## config.mk

```make
export PLATFORM = sky130hd
export DESIGN_NAME = urmd_decide
export DESIGN_NICKNAME = d
export VERILOG_FILES = /design/src/rtl/urmd_pkg.sv /design/src/rtl/urmd_decide.sv
export SDC_FILE = /design/constraint.sdc
export NUM_CORES = 1
export LEC_CHECK = 0
export ABC_AREA = 1
export BUFFER_PORTS_ARGS = -buffer_cell sky130_fd_sc_hd__clkbuf_2
export CORE_MARGIN = 10
export CORE_UTILIZATION = 52
export DETAILED_ROUTE_END_ITERATION = 8
export PLACE_DENSITY_LB_ADDON = 0.1
export SLEW_MARGIN = 10
export SYNTH_ARGS = -nofsm -noshare
export SYNTH_HDL_FRONTEND = slang
export SYNTH_SLANG_ARGS = --single-unit
```

## constraint.sdc

```tcl
create_clock -name vclk -period 1.84
set_input_delay 0.184 -clock vclk [all_inputs]
set_output_delay 0.184 -clock vclk [all_outputs]
set_load 0.005 [all_outputs]
```

## src/rtl/urmd_pkg.sv

```systemverilog
`timescale 1ns / 1ps
// Shared types, codes and constants for the ultrasonic range and motor drive unit.
// No dependencies.
package urmd_pkg;

  localparam int ECHO_COUNT_BITS = 16;
  localparam int TIMER_BITS      = 20;
  localparam int RANGE_BITS      = 21;
  localparam int TRIG_BITS       = 10;
  localparam int AMOUNT_BITS     = 10;
  localparam int DIR_BITS        = 2;
  localparam int PHASE_BITS      = 3;
  localparam int ADDR_BITS       = 4;
  localparam int DATA_BITS       = 32;

  localparam logic [ECHO_COUNT_BITS-1:0] COUNT_MAX = {ECHO_COUNT_BITS{1'b1}};
  localparam logic [RANGE_BITS-1:0]      RANGE_MAX = {RANGE_BITS{1'b1}};
  localparam logic [RANGE_BITS-1:0]      MCM_PER_TICK = RANGE_BITS'(17);

  localparam logic [PHASE_BITS-1:0] PH_TRIG  = 3'd0;
  localparam logic [PHASE_BITS-1:0] PH_WAIT  = 3'd1;
  localparam logic [PHASE_BITS-1:0] PH_COUNT = 3'd2;
  localparam logic [PHASE_BITS-1:0] PH_HOLD  = 3'd3;

  localparam logic [DIR_BITS-1:0] DIR_STOP    = 2'd0;
  localparam logic [DIR_BITS-1:0] DIR_FORWARD = 2'd1;
  localparam logic [DIR_BITS-1:0] DIR_REVERSE = 2'd2;

  localparam logic [1:0] REG_TRIGGER_TICKS  = 2'd0;
  localparam logic [1:0] REG_HOLDOFF_TICKS  = 2'd1;
  localparam logic [1:0] REG_STOP_BAND_LOW  = 2'd2;
  localparam logic [1:0] REG_STOP_BAND_HIGH = 2'd3;

  localparam logic [TRIG_BITS-1:0]  TRIGGER_TICKS_RESET  = 10'd10;
  localparam logic [TIMER_BITS-1:0] HOLDOFF_TICKS_RESET  = 20'd60000;
  localparam logic [RANGE_BITS-1:0] STOP_BAND_LOW_RESET  = 21'd18000;
  localparam logic [RANGE_BITS-1:0] STOP_BAND_HIGH_RESET = 21'd22000;

  localparam logic [AMOUNT_BITS-1:0] AMT_0   = 10'd0;
  localparam logic [AMOUNT_BITS-1:0] AMT_50  = 10'd50;
  localparam logic [AMOUNT_BITS-1:0] AMT_100 = 10'd100;
  localparam logic [AMOUNT_BITS-1:0] AMT_150 = 10'd150;
  localparam logic [AMOUNT_BITS-1:0] AMT_200 = 10'd200;
  localparam logic [AMOUNT_BITS-1:0] AMT_300 = 10'd300;
  localparam logic [AMOUNT_BITS-1:0] AMT_400 = 10'd400;
  localparam logic [AMOUNT_BITS-1:0] AMT_500 = 10'd500;
  localparam logic [AMOUNT_BITS-1:0] AMT_600 = 10'd600;

  typedef struct packed {
    logic                  trig;
    logic                  fire;
    logic [RANGE_BITS-1:0] range;
  } step_t;

  typedef struct packed {
    logic [DIR_BITS-1:0]    direction;
    logic [AMOUNT_BITS-1:0] amount;
  } drive_t;

endpackage

```

## src/rtl/urmd_decide.sv

```systemverilog
`timescale 1ns / 1ps
// Drive decision: dead band test and stepped forward/reverse amount ladders.
// Depends on urmd_pkg.
module urmd_decide import urmd_pkg::*; (
  input  logic [RANGE_BITS-1:0] range,
  input  logic [RANGE_BITS-1:0] band_low,
  input  logic [RANGE_BITS-1:0] band_high,
  output drive_t                drive
);

  logic [AMOUNT_BITS-1:0] fwd_amt, rev_amt;

  always_comb begin
    priority if (range >= 21'd140000) fwd_amt = AMT_600;
    else if (range >= 21'd120000)     fwd_amt = AMT_500;
    else if (range >= 21'd100000)     fwd_amt = AMT_400;
    else if (range >= 21'd80000)      fwd_amt = AMT_300;
    else if (range >= 21'd60000)      fwd_amt = AMT_200;
    else if (range >= 21'd40000)      fwd_amt = AMT_100;
    else                              fwd_amt = AMT_50;
  end

  always_comb begin
    priority if (range >= 21'd15000) rev_amt = AMT_50;
    else if (range >= 21'd12000)     rev_amt = AMT_150;
    else if (range >= 21'd9000)      rev_amt = AMT_300;
    else if (range >= 21'd6000)      rev_amt = AMT_400;
    else if (range >= 21'd3000)      rev_amt = AMT_500;
    else                             rev_amt = AMT_600;
  end

  always_comb begin
    priority if (range > band_low && range < band_high) begin
      drive.direction = DIR_STOP;
      drive.amount    = AMT_0;
    end else if (range <= band_low) begin
      drive.direction = DIR_REVERSE;
      drive.amount    = rev_amt;
    end else begin
      drive.direction = DIR_FORWARD;
      drive.amount    = fwd_amt;
    end
  end

endmodule

```

==> results of run 1 <==
-- cells by family after synthesis --
| kind of cell | after synthesis | share of synthesized area, % |
|---|---|---|
| buffers and inverters | 84 | 17.2 |
| AND/OR/NAND/NOR | 197 | 44.0 |
| adder cells (fa/ha/maj) | 41 | 27.1 |
| AO/OA/AOI/OAI | 39 | 11.5 |
| other | 1 | 0.198 |
-- synth_stat cells, drive strengths merged --
| master | count |
|---|---|
| a21boi | 1 |
| and3 | 1 |
| inv | 82 |
| nor2 | 45 |
| nand3 | 20 |
| a21oi | 24 |
| conb | 1 |
| nand2b | 1 |
| nand4 | 4 |
| o21ai | 12 |
| ha | 41 |
| nand3b | 1 |
| buf | 2 |
| nor3 | 3 |
| a21o | 2 |
| nand2 | 122 |
-- through the flow --
| step | setup slack [ns] | setup TNS, ns |
|---|---|---|
| floorplan | 0.268 | 0 |
| global placement | -0.188 | -1.42 |
| detailed placement | -0.213 | -1.52 |
| CTS | -0.0125 | -0.0345 |
-- layer usage --
layer  overflow  global-route usage, %
met1          0                   59.2
met2        112                   82.6
met5          0                   5.83
met4         66                   79.9
met3          0                   48.7
-- repair_timing --
action | in CTS
setup endpoints to repair | 10
setup buffers | 5
resized for setup | 70
pin swaps | 28
==> run summary, run 1 <==
The estimated wirelength of the detail-placed design is 5.01 mm. Area after detailed placement: 2500 um2. It got as far as global routing (5_1_grt) and failed there. Area share of the largest cell type after synthesis: 27.1%.

The type of the worst endpoint after the last repair was an output port. The share of the Yosys chip area taken by registers is 0%. For this configuration, the core starts out at a cell density of 55.5%.

Summing every instance area after synthesis gives 1900 um2. Overall track demand over capacity in global routing: 64.9%. The count of buffers added on input and output ports is 74.

Pin placement for this block handled 75 I/O pins. After global-route timing repair, the worst endpoint was drive[6]. The largest net degree at the start of global routing is 9. The post-synthesis area per instance is 5.24 um2, and the number of hold buffers added after cts is 0.

The biggest area contributor in the post-synthesis netlist is ha_1. Synthesis instantiated 25 different standard cells from the library. The run stopped with a tool error. The horizontal die dimension was 80.4 um. Height of the die: 80.4 um. During synthesis, Yosys emitted a total of 0 warnings. The floorplan has 21 rows. For this run the aggregate overflow at the end of global routing stands at 178. The congestion estimate from routability-driven global placement came to 0.965. The first error in the log reads "[ERROR GRT-0232] Routing congestion too high. Check the congestion heatmap in the GUI".

The count of mapped cells out of synthesis came out at 362. Yosys attributes the largest share of cell area to ha_1, nand2_1, inv_1, nor2_1, a21oi_1. Including well taps, the total number of placed cells is 504. The synthesized net count came out at 466.
==> run 2, diff against run 1 <==
--- a/config.mk
+++ b/config.mk
@@ -8,9 +8,9 @@
 export ABC_AREA = 1
 export BUFFER_PORTS_ARGS = -buffer_cell sky130_fd_sc_hd__clkbuf_2
 export CORE_MARGIN = 10
-export CORE_UTILIZATION = 52
+export CORE_UTILIZATION = 40
 export DETAILED_ROUTE_END_ITERATION = 8
-export PLACE_DENSITY_LB_ADDON = 0.1
+export PLACE_DENSITY_LB_ADDON = 0.15
 export SLEW_MARGIN = 10
 export SYNTH_ARGS = -nofsm -noshare
 export SYNTH_HDL_FRONTEND = slang
==> run 2 against run 1 <==
The flow now finishes, with violations (negative setup slack). Synthesized area did not move. Synthesized cell count stayed put.
==> run summary, run 2 <==
Number of placed cells counting well taps: 514. Walking the worst path, the cells encountered are buf_2 > ha_4 > nand2_4 > nor2_4 > nand2_2 > nor2_4 > buf_4 > nand3_4 > nand2_4 > buf_6 > nand2_1 > o21ai_1 > nor2_1 > clkbuf_2. In the routed design, unresolved DRC markers number 0. The tools report the critical path data arrival time as 1.70 ns. The worst setup path is launched from an input pin. The post-synthesis area per instance came out at 5.24 um2. Routability-driven placement finished with a final weighted congestion of 0.951. Maximum net fanout on the critical path: 6. The tools report the filler-free cell count of the finished design as 521. For the routed via count, the log shows 2542. For the synthesized net count, the log shows 466. For the area after detailed placement, the log shows 2530 um2. Counting I/O delays and the setup requirement, the final critical path takes 1.89 ns.

The core region is 4470 um2. The tools report the net switching power figure as 402 uW. In this run, the clock network consumes 0% of the power.

The maximum clock frequency was 530 MHz. The repair_antennas step left the layout with diodes totalling 0. Max-cap violations in this run came to 0. For the number of core rows, the log shows 24. The flow ran to the end, but the final reports show violations. The internal power was 376 uW.

The cell leakage power came out at 1.78 nW. The count of nets left with antenna violations once routing finished came out at 0. The die covers 7890 um2.

The commonest cells after synthesis are nand2_1, inv_1, ha_1, nor2_1, a21oi_1. After the first detailed-routing iteration, the DRC count stood at 156. Leaving out fill and tap cells, the most frequent cells in the layout are nand2_1, inv_1, clkbuf_2, ha_4, buf_4. The critical path is of the in2out type.

Relative to the synthesized area, the layout overhead comes to 76.8%. The tools report the number of global-route vias before repair as 2463. For this run, the number of Yosys warnings is 0.

In this run the horizontal extent of the chip is 88.8 um. Yosys instantiated no cell more often than nand2_1. At the end of the flow, the number of nets in the layout was 575. The tools report the residual overflow from global routing as 0.

In this run the count of I/O pins placed on the die edge is 75. The overall track demand over capacity in global routing is 15.7%, and the area share of the largest cell type after synthesis is 27.1%. The portion of the post-synthesis area used by sequential elements was 0%.

Summing every instance area after synthesis gives 1900 um2. The checks that failed: negative setup slack. Before CTS, the worst setup slack after placement is -0.262 ns. The power share of the combinational group was 100.0%. The first-pass GRT wire length was 10.4 mm. Per report_power, the sequential group accounts for 0% of the total. Maximum cell stage delay along the critical path: 0.28 ns. The sort of element at the end of the critical path is an output port. In this run the worst hold path is classified as in2out. The number of hold buffers added after cts was 0. The final max-slew violation count is 0. After technology mapping, the gate count stands at 362. Dividing total power by cell area gives a power density of 232 nW/um2. Post-route worst setup slack: -0.0468 ns. Leaving out fill and tap cells, the most frequent cell in the layout is nand2_1.

After detailed routing, the total wire length is 6.84 mm. The total of endpoints with negative setup slack in the final report came out at 7. The average vias per placed instance works out to 4.88.

The largest total area in the synthesized netlist belongs to ha_1. The count of final hold-check violations came out at 0. Setup repair after global routing could not meet its margin everywhere.

The detail-routed net length per standard cell came out at 13.1 um. The largest individual stage delay along the critical path comes from the cell ha_4. By area the synthesized netlist is led by ha_1, nand2_1, inv_1, nor2_1, a21oi_1. The required time reported for the critical path endpoint is 1.66 ns, and the initial antenna violation count is 0. The tightest hold path in the finished design has a slack of 1.06 ns.

Once layout is done, the placed cells without fillers occupy 3350 um2. The initial cell density of the core is 42.4%. The largest net degree at the start of global routing was 9; the estimated wirelength of the detail-placed design was 5.15 mm. The highest ir drop seen on vdd is 0.000107 V, and the height of the die is 88.8 um. For this run, the share of the core covered by cells in the final layout is 74.9%. The count of cell types in the netlist is 25. Input and output buffers added on the ports amount to 74. The first-pass detailed-route iteration total was 4; the switching part of the total was 51.6%.

The design has 0 sequential cells. The share of the clock period used by the worst path after layout was 103%; the register area was 0 um2. Counting the clock-network buffers in the layout gives 0. Cells with a size suffix above 1 make up 47.1% of the layout.
## run 2: cell counts after synthesis
No cell type changed its count.
## run 2: cells by family after synthesis
group / after synthesis / share of synthesized area (%)
simple gates: 197 / 44.0
buf+inv: 84 / 17.2
fa+ha+maj: 41 / 27.1
compound gates: 39 / 11.5
other cells: 1 / 0.198
## run 2: power groups by stage
stage	Combinational (mW)	Clock, mW	Sequential, mW
2_1_floorplan	0.292	0	0
3_3_place_gp	0.518	0	0
3_5_place_dp	0.528	0	0
4_1_cts	0.645	0	0
5_1_grt	0.871	0	0
6_report	0.778	0	0
## run 2: area by class of cell
| type | count | area, um2 |
|---|---|---|
| repair buffers | 109 | 787 |
| well taps | 52 | 65.1 |
| inverters | 82 | 308 |
| fillers | 351 | 1120 |
| multi-input cells | 278 | 2190 |
## run 2: stage by stage
step / TNS, ns / power, mW
after detailed placement: -2.25 / 0.528
after CTS: -0.190 / 0.645
after floorplan: 0 / 0.292
after global placement: -1.96 / 0.518
after global routing: -1.11 / 0.871
final: -0.168 / 0.778
## run 2: worst max-delay path: cells and delay by family
family,cells,cell delay (ns)
compound gates,1,0.08
fa+ha+maj,1,0.28
buf+inv,4,0.51
simple gates,8,0.65
## run 2: path summary, 6_finish.rpt
kind                      start  slack (ns)       end  depth (start not counted)
worst max-delay path  range[13]       -0.05  drive[6]                         14
worst min-delay path  range[20]        1.06  drive[7]                          9
## run 2: layer usage
layer	wire (um)	vias up	part of all wire, %	global-route usage (%)
li1	-	1337	-	-
met1	2810	1115	41	19.6
met2	3550	78	52	28.9
met3	411	12	6.0	2.11
met4	64	0	0.94	0.734
met5	0	-	0	0
## run 2: repair_timing
item | 4_1_cts | 5_1_grt
gates resized for setup | 62 | 101
pin swaps | 31 | 39
buffers inserted | 6 | 1
setup endpoints to repair | 10 | 11
No activity file was read; power rests on OpenSTA's default activity.
