File: src/rtl/urmd_pkg.sv
`timescale 1ns / 1ps
// Shared types, codes and constants for the ultrasonic range and motor drive unit.
// No dependencies.
package urmd_pkg;

  localparam int ECHO_COUNT_BITS = 16;
  localparam int TIMER_BITS      = 20;
  localparam int RANGE_BITS      = 21;
  localparam int TRIG_BITS       = 10;
  localparam int AMOUNT_BITS     = 10;
  localparam int DIR_BITS        = 2;
  localparam int PHASE_BITS      = 3;
  localparam int ADDR_BITS       = 4;
  localparam int DATA_BITS       = 32;

  localparam logic [ECHO_COUNT_BITS-1:0] COUNT_MAX = {ECHO_COUNT_BITS{1'b1}};
  localparam logic [RANGE_BITS-1:0]      RANGE_MAX = {RANGE_BITS{1'b1}};
  localparam logic [RANGE_BITS-1:0]      MCM_PER_TICK = RANGE_BITS'(17);

  localparam logic [PHASE_BITS-1:0] PH_TRIG  = 3'd0;
  localparam logic [PHASE_BITS-1:0] PH_WAIT  = 3'd1;
  localparam logic [PHASE_BITS-1:0] PH_COUNT = 3'd2;
  localparam logic [PHASE_BITS-1:0] PH_HOLD  = 3'd3;

  localparam logic [DIR_BITS-1:0] DIR_STOP    = 2'd0;
  localparam logic [DIR_BITS-1:0] DIR_FORWARD = 2'd1;
  localparam logic [DIR_BITS-1:0] DIR_REVERSE = 2'd2;

  localparam logic [1:0] REG_TRIGGER_TICKS  = 2'd0;
  localparam logic [1:0] REG_HOLDOFF_TICKS  = 2'd1;
  localparam logic [1:0] REG_STOP_BAND_LOW  = 2'd2;
  localparam logic [1:0] REG_STOP_BAND_HIGH = 2'd3;

  localparam logic [TRIG_BITS-1:0]  TRIGGER_TICKS_RESET  = 10'd10;
  localparam logic [TIMER_BITS-1:0] HOLDOFF_TICKS_RESET  = 20'd60000;
  localparam logic [RANGE_BITS-1:0] STOP_BAND_LOW_RESET  = 21'd18000;
  localparam logic [RANGE_BITS-1:0] STOP_BAND_HIGH_RESET = 21'd22000;

  localparam logic [AMOUNT_BITS-1:0] AMT_0   = 10'd0;
  localparam logic [AMOUNT_BITS-1:0] AMT_50  = 10'd50;
  localparam logic [AMOUNT_BITS-1:0] AMT_100 = 10'd100;
  localparam logic [AMOUNT_BITS-1:0] AMT_150 = 10'd150;
  localparam logic [AMOUNT_BITS-1:0] AMT_200 = 10'd200;
  localparam logic [AMOUNT_BITS-1:0] AMT_300 = 10'd300;
  localparam logic [AMOUNT_BITS-1:0] AMT_400 = 10'd400;
  localparam logic [AMOUNT_BITS-1:0] AMT_500 = 10'd500;
  localparam logic [AMOUNT_BITS-1:0] AMT_600 = 10'd600;

  typedef struct packed {
    logic                  trig;
    logic                  fire;
    logic [RANGE_BITS-1:0] range;
  } step_t;

  typedef struct packed {
    logic [DIR_BITS-1:0]    direction;
    logic [AMOUNT_BITS-1:0] amount;
  } drive_t;

endpackage

File: src/rtl/urmd_seq.sv
`timescale 1ns / 1ps
// Measurement sequencer: trigger, echo wait, echo count with running range, holdoff.
// Depends on urmd_pkg.
module urmd_seq import urmd_pkg::*; (
  input  logic                  clk,
  input  logic                  rst,
  input  logic                  advance,
  input  logic                  echo,
  input  logic [TRIG_BITS-1:0]  trigger_ticks,
  input  logic [TIMER_BITS-1:0] holdoff_ticks,
  output step_t                 step
);

  logic [PHASE_BITS-1:0]      phase, phase_next;
  logic [TIMER_BITS-1:0]      phase_timer, phase_timer_next;
  logic [ECHO_COUNT_BITS-1:0] echo_count, echo_count_next;
  logic [RANGE_BITS-1:0]      range_acc, range_acc_next;
  logic [TIMER_BITS-1:0]      timer_inc;
  logic [RANGE_BITS:0]        range_sum;

  assign timer_inc = phase_timer + 1'b1;
  assign range_sum = {1'b0, range_acc} + {1'b0, MCM_PER_TICK};

  always_comb begin
    phase_next       = phase;
    phase_timer_next = phase_timer;
    echo_count_next  = echo_count;
    range_acc_next   = range_acc;
    step.trig        = 1'b0;
    step.fire        = 1'b0;
    step.range       = range_acc;
    unique case (phase)
      PH_WAIT: begin
        if (echo) begin
          echo_count_next = ECHO_COUNT_BITS'(1);
          range_acc_next  = MCM_PER_TICK;
          phase_next      = PH_COUNT;
        end
      end
      PH_COUNT: begin
        if (echo) begin
          if (echo_count < COUNT_MAX) begin
            echo_count_next = echo_count + 1'b1;
            range_acc_next  = range_sum[RANGE_BITS] ? RANGE_MAX : range_sum[RANGE_BITS-1:0];
          end
        end else begin
          step.fire        = 1'b1;
          phase_timer_next = '0;
          phase_next       = (holdoff_ticks == '0) ? PH_TRIG : PH_HOLD;
        end
      end
      PH_HOLD: begin
        if (timer_inc >= holdoff_ticks) begin
          phase_timer_next = '0;
          phase_next       = PH_TRIG;
        end else begin
          phase_timer_next = timer_inc;
        end
      end
      default: begin
        step.trig = 1'b1;
        if (timer_inc >= TIMER_BITS'(trigger_ticks)) begin
          phase_timer_next = '0;
          phase_next       = PH_WAIT;
        end else begin
          phase_timer_next = timer_inc;
          phase_next       = PH_TRIG;
        end
      end
    endcase
  end

  always_ff @(posedge clk) begin
    if (rst) begin
      phase       <= PH_TRIG;
      phase_timer <= '0;
      echo_count  <= '0;
      range_acc   <= '0;
    end else if (advance) begin
      phase       <= phase_next;
      phase_timer <= phase_timer_next;
      echo_count  <= echo_count_next;
      range_acc   <= range_acc_next;
    end
  end

endmodule

File: config.mk
export PLATFORM = sky130hd
export DESIGN_NAME = urmd_seq
export DESIGN_NICKNAME = d
export VERILOG_FILES = /design/src/rtl/urmd_pkg.sv /design/src/rtl/urmd_seq.sv
export SDC_FILE = /design/constraint.sdc
export NUM_CORES = 1
export LEC_CHECK = 0
export ABC_AREA = 1
export BUFFER_PORTS_ARGS = -buffer_cell sky130_fd_sc_hd__clkbuf_2
export CAP_MARGIN = 10
export CORE_MARGIN = 1.5
export CORE_UTILIZATION = 45
export CTS_CLUSTER_SIZE = 14
export DETAILED_ROUTE_END_ITERATION = 6
export HOLD_SLACK_MARGIN = 0.03
export PLACE_DENSITY = 0.67
export RECOVER_POWER = 25
export SYNTH_ARGS = -nofsm -noshare
export SYNTH_HDL_FRONTEND = slang
export SYNTH_SLANG_ARGS = --single-unit
File: constraint.sdc
create_clock -name clk -period 7.3 [get_ports clk]
set_input_delay 1.095 -clock clk [delete_from_list [all_inputs] [get_ports clk]]
set_output_delay 1.095 -clock clk [all_outputs]
set_load 0.03 [all_outputs]
==> results of run 1 <==
[Yosys cell counts (2+ instances only)]
cell type  instances
a211oi_1           3
a21oi_1           41
a21oi_2           20
a31oi_1            6
and2_1             2
buf_12             2
buf_2              2
clkbuf_1          10
clkinv_1           2
dfxtp_1           59
ha_1              30
inv_1            107
inv_2              3
nand2_1          168
nand2_2           38
nand2_4            2
nand3_1           38
nand3_2            5
nand3b_1           3
nand4_1            9
nor2_1            64
nor2_2             4
nor2_4            12
nor3_1            16
nor4_1             4
o211ai_1           2
o21ai_0           19
o221ai_1           2
or2_2              4
xnor2_1            5
xor2_1             9
[worst min-delay path, delay by kind of cell (launching register included)]
family | cells | cell delay, ps
flip-flops | 1 | 320
AO/OA/AOI/OAI | 1 | 50
AND/OR/NAND/NOR | 1 | 80
[metrics by stage]
stage	setup WS (ps)	cell area [um^2]	util	instances	hold slack, ps
after floorplan	4700	4590	-	701	443
after global placement	4230	4970	0.506	878	462
after detailed placement	4170	4970	0.506	878	485
after CTS	4260	5130	0.522	893	496
after global routing	3990	5100	0.520	893	517
final	4280	5100	0.520	893	493
[worst min-delay path by stage]
stage	startpoint	cells after the start	slack, ps	to
final	phase_timer[18]	2	490	phase_timer[18]
after global routing	phase_timer[18]	2	520	phase_timer[18]
after CTS	echo_count[1]	2	500	echo_count[1]
after detailed placement	echo_count[1]	2	490	echo_count[1]
after global placement	echo_count[14]	1	460	echo_count[14]
after floorplan	echo_count[14]	1	440	echo_count[14]
[per-layer routing]
layer  wire length [um]  vias to the layer above
met3                528                       11
met5                  0                        -
met1               5070                     1999
met2               4860                      115
li1                   -                     2353
met4                102                        0
[flip-flops by register name, summed over array words and instances, names as in the netlist]
signal	count
phase	2
echo_count	16
phase_timer	20
range_acc	21
[layout make-up]
| type | instances | area (um^2) |
|---|---|---|
| clock buffers | 12 | 145 |
| clock inverters | 3 | 15.0 |
| fillers | 1038 | 4720 |
| inverters | 112 | 420 |
| multi-input cells | 516 | 2910 |
| flip-flops and latches | 59 | 1180 |
| well taps | 133 | 166 |
| repair buffers | 58 | 270 |
[power by group]
part / leakage, nW / total (mW) / internal [mW] / switching (mW)
clock network: 0.0860 / 0.257 / 0.129 / 0.128
registers: 0.476 / 0.330 / 0.325 / 0.00490
logic: 1.71 / 0.0941 / 0.0309 / 0.0632
[cell usage in the layout, fill, tap and decap left out, types with 4 or more instances in the layout]
cell,n
nand3_2,5
clkbuf_8,10
nor2_4,12
o21ai_0,19
clkbuf_1,22
nand2_2,38
nor4_1,4
a21oi_2,20
xnor2_1,5
or2_2,4
nand4_1,9
inv_1,107
dfxtp_1,59
clkbuf_2,36
a31oi_1,6
nor3_1,16
nand2_1,168
nand3_1,38
xor2_1,9
nor2_2,4
nor2_1,64
a21oi_1,41
ha_1,30
[logic make-up (layout without fill, tap and decap cells)]
logic type,count (synthesis),in the layout,synth area share
flip-flops,59,59,0.257
AO/OA/AOI/OAI,100,100,0.135
XOR/XNOR,14,14,0.0267
adder cells (fa/ha/maj),30,30,0.0817
AND/OR/NAND/NOR,372,372,0.389
buffers and inverters,126,185,0.111
==> results.md, run 1 <==
* Worst Path Buf+Inv at 2
* Overall power at 0.681 mW
* Post-DR vias/cell at 5.01
* Mapped cell area at 0.00459 mm^2
* Worst path depth at 17
* Num ports at 57
* Yosys Warn Count at 0
* Register-to-Register Path Depth at 17
* Seq cells post-synth at 59
* Worst EP required at 7570 ps
* Final setup fails at 0
* Maximum fanout along the worst path at 20
* H-tree levels at 3
* Synth-to-Final Area Change at 11.1%
* Synthesized area per cell at 6.55 um^2
* Syn nets at 765
* Skew-Pair Late Insertion Delay at 340 ps
* Root Buffer: clkbuf_8
* Initial antenna violation count at 0
* Reg-to-reg critical path startpoint: phase_timer[0]
* Hold Fails Final Rpt at 0
* Top_reg_cell synth: dfxtp_1
* Post-CTS setup buffers at 0
* Setup Skew at 7.03 ps
* Met3 Use GR at 0.0269
* Max-slew violation count at 0
* N_diodes at 0
* Status: finished, final reports clean
* IO Port Bufs at 56
* Met1 usage at 0.260
* Total gr overflow at 0
* Slew headroom at 0.494
* Max_cap viols at 0
* Drt wl/cell at 11.8 um
* Deepest clock path buffer count at 2
* Library cells used by synthesis at 41
* GR peak layer: met2
* DR vias at 4478
* Yosys top cell by area: dfxtp_1
* Syn Inst Count at 701
* Tightest Hold Check Type: reg2reg
* Ys async rst share at 0
* DRC violations left at 0
* TritonRoute pass-1 iters at 5
* First-pass GRT wire length at 18.1 mm
* Actual slew at the worst max-slew pin at 757 ps
* Row Count at 36
* CP Launch Type: flop
* Pwr dens at 133 mW/mm^2
* Die width at 104 um
* Crit path max-delay cell type: dfxtp_1
* Worst Path Arrival at 3290 ps
* Leakage power at 2.27 nW
* HPWL Detailed at 8.09 mm
* Die Ht at 104 um
* Layout cells sized above 1 at 0.187
* Worst setup path end: phase_timer[8]
* TritonCTS clock tree: yes
* Maximum vdd ir drop at 0.0671 mV
* Die ar. at 0.0108 mm^2
* Fin crit period at 3020 ps
* Crit share post-route at 0.414
* Max frequency at 0.331 GHz
* Critical path cell sequence: ha_1 > nand3_2 > inv_2 > nand2_2 > nor2_2 > xnor2_1 > inv_1 > ha_1 > a21oi_1 > nand2_1 > nor2_1 > nand3_1 > nor2_4 > nand3_2 > nand2_4 > nand2_2 > a21oi_2
* R2r endpoint: phase_timer[8]
* Critical Path Start: phase_timer[0]
* Largest net degree at the start of global routing at 42
* Hold_buf cts at 0
* Final #Nets at 820
* Drt first-iter violations at 214
* Seq/Total Area, Yosys at 0.257
* Post-detailed-route count of antenna-violating nets at 0
* Post-CTS Resized at 0
* Reg clk slew, reported paths at 70 ps
* Tot GR Track Use at 0.200
* Starting Density at 0.468
* RePlAce Congestion at 0.873
* Top cell type's share of synthesized area at 0.257
* Main area contributors after synthesis: dfxtp_1 26%, nand2_1 14%, inv_1 8.7%, ha_1 8.2%, nor2_1 5.2%
* Core ar. at 0.00982 mm^2
* Worst Setup End Kind: flop
* TritonCTS Buffers at 9
* CP delay by family, top: simple AND/OR/NAND/NOR gates
* M2 GR Usage at 0.343
* EDFF count, synth at 0
* Setup CP Type: reg2reg
* Worst path max stage delay at 470 ps
* Vias in the first global route at 4098
* Clk sink count at 59
* RSZ-0062 raised after global routing: no
* DRT Wirelength at 10.6 mm
* TNS Setup at 0 ps
* R2r setup slk at 4280 ps
(Power assumes the default switching activity.)
==> run 2: changes to the inputs <==
==> constraint.sdc (replaced) <==
create_clock -name clk -period 3 [get_ports clk]
set_input_delay 0.45 -clock clk [delete_from_list [all_inputs] [get_ports clk]]
set_output_delay 0.45 -clock clk [all_outputs]
set_load 0.03 [all_outputs]
==> results.md, run 2 (synthesis results as in run 1) <==
* Deepest clock path buffer count at 2 (unchanged)
* Largest net degree at the start of global routing at 42 (unchanged)
* Pwr dens at 327 mW/mm^2 (+150%)
* DRT Wirelength at 11.0 mm (+4.5%)
* Worst path max stage delay at 380 ps (-90 ps)
* Layout cells sized above 1 at 0.193 (+0.00637)
* Largest regs: range_acc (21), phase_timer (20), echo_count (16)
* Hold Fails Final Rpt at 0 (unchanged)
* Row Count at 36 (unchanged)
* HPWL Detailed at 8.42 mm (+4.1%)
* TritonRoute pass-1 iters at 5 (unchanged)
* Critical path cell sequence: ha_1 > nand3_2 > inv_2 > nand2_2 > nor2_2 > xnor2_1 > inv_1 > ha_1 > a21oi_1 > nand2_1 > nor2_1 > nand3_1 > nor2_4 > nand3_4 > nand2_8 > nand2_2 > a21oi_2
* Starting Density at 0.468 (unchanged)
* Core ar. at 0.00982 mm^2 (unchanged)
* Crit path max-delay cell type: dfxtp_2
* Root Buffer: clkbuf_8
* IO Port Bufs at 56 (unchanged)
* Top reg by flops: range_acc
* Final setup fails at 0 (unchanged)
* Post-CTS Resized at 0 (unchanged)
* Synth-to-Final Area Change at 13.0%
* Commonest non-fill, non-tap cell in the layout: nand2_1
* RSZ-0062 raised after global routing: no
* Die width at 104 um (unchanged)
* Final WS setup at 252 ps (-4030 ps)
* CP Launch Type: flop
* Num ports at 57 (unchanged)
* Skew-Pair Late Insertion Delay at 340 ps (about the same)
* Final #Nets at 825 (+0.61%)
* Max_cap viols at 0 (unchanged)
* H-tree levels at 3 (unchanged)
* Post-CTS setup buffers at 0 (unchanged)
* Worst Path Arrival at 3020 ps (-270 ps)
* Met3 Use GR at 0.0439 (+0.0169)
* GR peak layer: met2
* Setup Skew at 7.36 ps (+0.336 ps)
* Number of flip-flops in the largest register at 21 (unchanged)
* Hold_buf cts at 0 (unchanged)
* Most frequent cells in the layout: 168 x nand2_1, 107 x inv_1, 64 x nor2_1
* Max frequency at 0.364 GHz (+9.9%)
* Drt first-iter violations at 231 (+7.9%)
* Filler instances at 1029 (-0.87%)
* Multi-input logic area at 0.00295 mm^2 (+1.5%)
* Reg clk slew, reported paths at 60 ps (about the same)
* Drt wl/cell at 12.3 um (+3.8%)
* Max-slew violation count at 0 (unchanged)
* DRC violations left at 0 (unchanged)
* TNS Setup at 0 ps (unchanged)
* Clk sink count at 59 (unchanged)
* Post-detailed-route count of antenna-violating nets at 0 (unchanged)
* Die Ht at 104 um (unchanged)
* First-pass GRT wire length at 18.5 mm (+2.4%)
* Actual slew at the worst max-slew pin at 735 ps (-21.5 ps)
* Status: finished, final reports clean
* DR vias at 4590 (+2.5%)
* TritonCTS Buffers at 9 (unchanged)
* Total gr overflow at 0 (unchanged)
* Initial antenna violation count at 0 (unchanged)
* Die ar. at 0.0108 mm^2 (unchanged)
* Final Util at 0.529 (+0.00892)
* Setup CP Type: reg2reg
* Met1 usage at 0.263 (+0.00316)
* M2 GR Usage at 0.343 (unchanged)
* Maximum vdd ir drop at 0.183 mV (+170%)
* Vias in the first global route at 4207 (+2.7%)
* CP delay by family, top: simple AND/OR/NAND/NOR gates
* Worst Setup End Kind: flop
* Leakage power at 2.30 nW (+1.6%)
* Crit share post-route at 0.916 (+0.502)
* TritonCTS clock tree: yes
* Fin crit period at 2750 ps (-273 ps)
* RePlAce Congestion at 0.865 (-0.92%)
* Register area at 0.00118 mm^2 (+0.11%)
* Tightest Hold Check Type: reg2reg
* Setup WS pre-CTS at 103 ps (-4070 ps)
* Maximum fanout along the worst path at 10 (-50%)
* Tot GR Track Use at 0.207 (+0.00709)
* Worst Path Buf+Inv at 2 (unchanged)
* Post-DR vias/cell at 5.11 (+1.8%)
* N_diodes at 0 (unchanged)
* Slew headroom at 0.508 (+0.0142)
* Worst EP required at 3280 ps (-4290 ps)
-- run 2: changes by cell type in the layout (fill, tap and decap cells not counted), sizes merged --
cell    previous run  this run
clkinv             5         4
clkbuf            68        70
buf                2         6
nand2            208       209
-- run 2: metrics by stage --
step / area [um^2] / hold slack (ps) / power [mW] / std cells
floorplan: 4590 / 443 / 0.991 / 701
global placement: 5000 / 461 / 1.05 / 882
detailed placement: 5000 / 468 / 1.06 / 882
CTS: 5170 / 482 / 1.71 / 898
global route: 5190 / 497 / 1.78 / 899
finish: 5190 / 480 / 1.70 / 899
-- run 2: layout make-up --
| cell class | count | area share |
|---|---|---|
| clock buffer | 14 | 0.0313 |
| tap | 133 | 0.0321 |
| inverter | 112 | 0.0810 |
| clock inverter | 2 | 0.00193 |
| timing repair buffer | 62 | 0.0578 |
| sequential | 59 | 0.228 |
| multi-input combinational | 517 | 0.568 |
-- run 2: report_power, final --
group | leakage (nW) | switching, mW | total, mW | internal (mW)
Clock | 0.0905 | 0.308 | 0.651 | 0.343
Sequential | 0.476 | 0.0109 | 0.803 | 0.792
Combinational | 1.74 | 0.164 | 0.244 | 0.0796
-- run 2: layer usage --
layer  up-vias  wire length, um
met1      2094             5150
met4         0              188
li1       2361                -
met5         -                0
met3        15              584
met2       120             5110
-- run 2: final timing paths --
path                        from               to  slack (ps)  depth (start not counted)
setup / recovery  phase_timer[0]  phase_timer[11]         250                         17
hold / removal    echo_count[14]   echo_count[14]         480                          1
setup reg to reg  phase_timer[0]  phase_timer[11]         250                         17
hold reg to reg   echo_count[14]   echo_count[14]         480                          1
==> run 3: changes to the inputs <==
--- a/config.mk
+++ b/config.mk
@@ -13,7 +13,7 @@
 export CTS_CLUSTER_SIZE = 14
 export DETAILED_ROUTE_END_ITERATION = 6
 export HOLD_SLACK_MARGIN = 0.03
-export PLACE_DENSITY = 0.67
+export PLACE_DENSITY_LB_ADDON = 0.3
 export RECOVER_POWER = 25
 export SYNTH_ARGS = -nofsm -noshare
 export SYNTH_HDL_FRONTEND = slang
==> results.md, run 3 (synthesis results as in run 1) <==
* Vias in the first global route at 4242 (+0.83%)
* Status: finished, final reports clean
* CP Launch Type: flop
* Leakage power at 2.33 nW (+0.95%)
* Core ar. at 0.00982 mm^2 (unchanged)
* Tightest Hold Check Type: reg2reg
* Skew-Pair Late Insertion Delay at 340 ps (about the same)
* Fin crit period at 2780 ps (+29.8 ps)
* Die Ht at 104 um (unchanged)
* Tot GR Track Use at 0.204 (-0.00274)
* Total gr overflow at 0 (unchanged)
* Largest net degree at the start of global routing at 42 (unchanged)
* Hold Fails Final Rpt at 0 (unchanged)
* Number of flip-flops in the largest register at 21 (unchanged)
* Root Buffer: clkbuf_8
* Drt wl/cell at 12.4 um (+0.80%)
* Die ar. at 0.0108 mm^2 (unchanged)
* TritonCTS clock tree: yes
* Combinational power share at 0.150 (+0.007)
* Post-detailed-route count of antenna-violating nets at 0 (unchanged)
* Clk sink count at 59 (unchanged)
* Commonest non-fill, non-tap cell in the layout: nand2_1
* Die width at 104 um (unchanged)
* Worst Setup End Kind: flop
* Starting Density at 0.468 (unchanged)
* Max frequency at 0.360 GHz (-1.1%)
* Most frequent cells in the layout: 168 x nand2_1, 107 x inv_1, 64 x nor2_1
* Setup Skew at 10.1 ps (+2.75 ps)
* Actual slew at the worst max-slew pin at 643 ps (-92.5 ps)
* H-tree levels at 3 (unchanged)
* Worst EP required at 3270 ps (about the same)
* Final WS setup at 222 ps (-29.8 ps)
* Setup WS pre-CTS at 72.1 ps (-30.7 ps)
* Reg clk slew, reported paths at 70 ps (about the same)
* Pwr dens at 321 mW/mm^2 (-1.8%)
* RSZ-0062 raised after global routing: no
* Max-slew violation count at 0 (unchanged)
* DRC violations left at 0 (unchanged)
* HPWL Detailed at 8.28 mm (-1.7%)
* TNS Setup at 0 ps (unchanged)
* Initial antenna violation count at 0 (unchanged)
* Overall power at 1.70 mW (about the same)
* Layout cells sized above 1 at 0.213 (+0.0201)
* Max_cap viols at 0 (unchanged)
* Deepest clock path buffer count at 2 (unchanged)
* Setup CP Type: reg2reg
* Synth-to-Final Area Change at 15.0%
* Row Count at 36 (unchanged)
* DR vias at 4583 (-0.15%)
* Post-DR vias/cell at 5.08 (-0.48%)
* TritonCTS Buffers at 9 (unchanged)
* Pint at 1.19 mW (-2.1%)
* Maximum fanout along the worst path at 5 (-5)
* RePlAce Congestion at 0.860 (-0.49%)
* DRT Wirelength at 11.2 mm (+1.1%)
* Top reg by flops: range_acc
* Hold_buf cts at 0 (unchanged)
* First-pass GRT wire length at 18.5 mm (+0.11%)
* Crit share post-route at 0.926 (+0.00994)
* IO Port Bufs at 56 (unchanged)
* Switching share of power at 0.299 (+0.0150)
* TritonRoute pass-1 iters at 6 (+1)
* Largest regs: range_acc (21), phase_timer (20), echo_count (16)
* Sw power at 0.508 mW (+5.2%)
* Clk pwr share at 0.377 (-0.007)
* Worst Path Arrival at 3050 ps (+30 ps)
* Final setup fails at 0 (unchanged)
* N_diodes at 0 (unchanged)
* Drt first-iter violations at 241 (+4.3%)
* Num ports at 57 (unchanged)
* Final #Nets at 829 (+0.48%)
* Slew headroom at 0.570 (+0.0619)
* Flop pwr share at 0.473 (about the same)
* Maximum vdd ir drop at 0.194 mV (+6.0%)
-- run 3: path summary, 6_finish.rpt --
| check | start | to | slack, ps | cells after the start |
|---|---|---|---|---|
| setup / recovery | phase_timer[5] | phase_timer[0] | 220 | 16 |
| hold / removal | echo_count[14] | echo_count[14] | 480 | 1 |
| setup reg to reg | phase_timer[5] | phase_timer[0] | 220 | 16 |
| hold reg to reg | echo_count[14] | echo_count[14] | 480 | 1 |
-- run 3: layout make-up --
type | instances | area, um^2
multi-input cells | 519 | 3030
inverters | 112 | 420
repair buffers | 64 | 315
well taps | 133 | 166
flip-flops and latches | 59 | 1190
fillers | 996 | 4530
clock inverters | 5 | 30.0
clock buffers | 10 | 138
-- run 3: metrics by stage --
stage	hold WS [ps]	util	cell area (um^2)	instances
4_1_cts	484	0.525	5160	896
6_report	479	0.538	5290	902
5_1_grt	502	0.538	5290	902
3_5_place_dp	470	0.508	4990	881
2_1_floorplan	443	-	4590	701
3_3_place_gp	459	0.508	4990	881
-- run 3: repair_timing --
item	in CTS	in global routing
hold endpoints to repair	0	0
endpoints found under the setup margin	0	21
gates resized for setup	0	19
setup buffers	0	3
-- run 3: power groups by stage --
stage / clock network, mW / registers (mW) / logic [mW]
floorplan: 0 / 0.821 / 0.170
global placement: 0 / 0.819 / 0.227
detailed placement: 0 / 0.820 / 0.234
CTS: 0.657 / 0.802 / 0.235
global route: 0.690 / 0.804 / 0.283
finish: 0.640 / 0.803 / 0.254
-- run 3: per-layer routing --
| layer | wire [um] | GRT usage | part of all wire | up-vias |
|---|---|---|---|---|
| met4 | 150 | 0.0625 | 0.013 | 0 |
| met5 | 0 | 0 | 0 | - |
| met2 | 5110 | 0.347 | 0.46 | 115 |
| met3 | 565 | 0.0401 | 0.051 | 16 |
| met1 | 5330 | 0.260 | 0.48 | 2079 |
| li1 | - | - | - | 2373 |
-- run 3: worst max-delay path, cell delays in order, from the launching register on --
cell     delay [ps]
dfxtp_1         420
nand2_1         120
nor2_4          130
nand2_4          90
nor2_4          100
xnor2_1         170
inv_1           130
ha_1            310
a21oi_1         170
nand2_1          70
nor2_1          130
nand3_2         120
nor2_4          170
nand3_4         220
nand2_8         190
nand2_2          60
a21oi_2         110
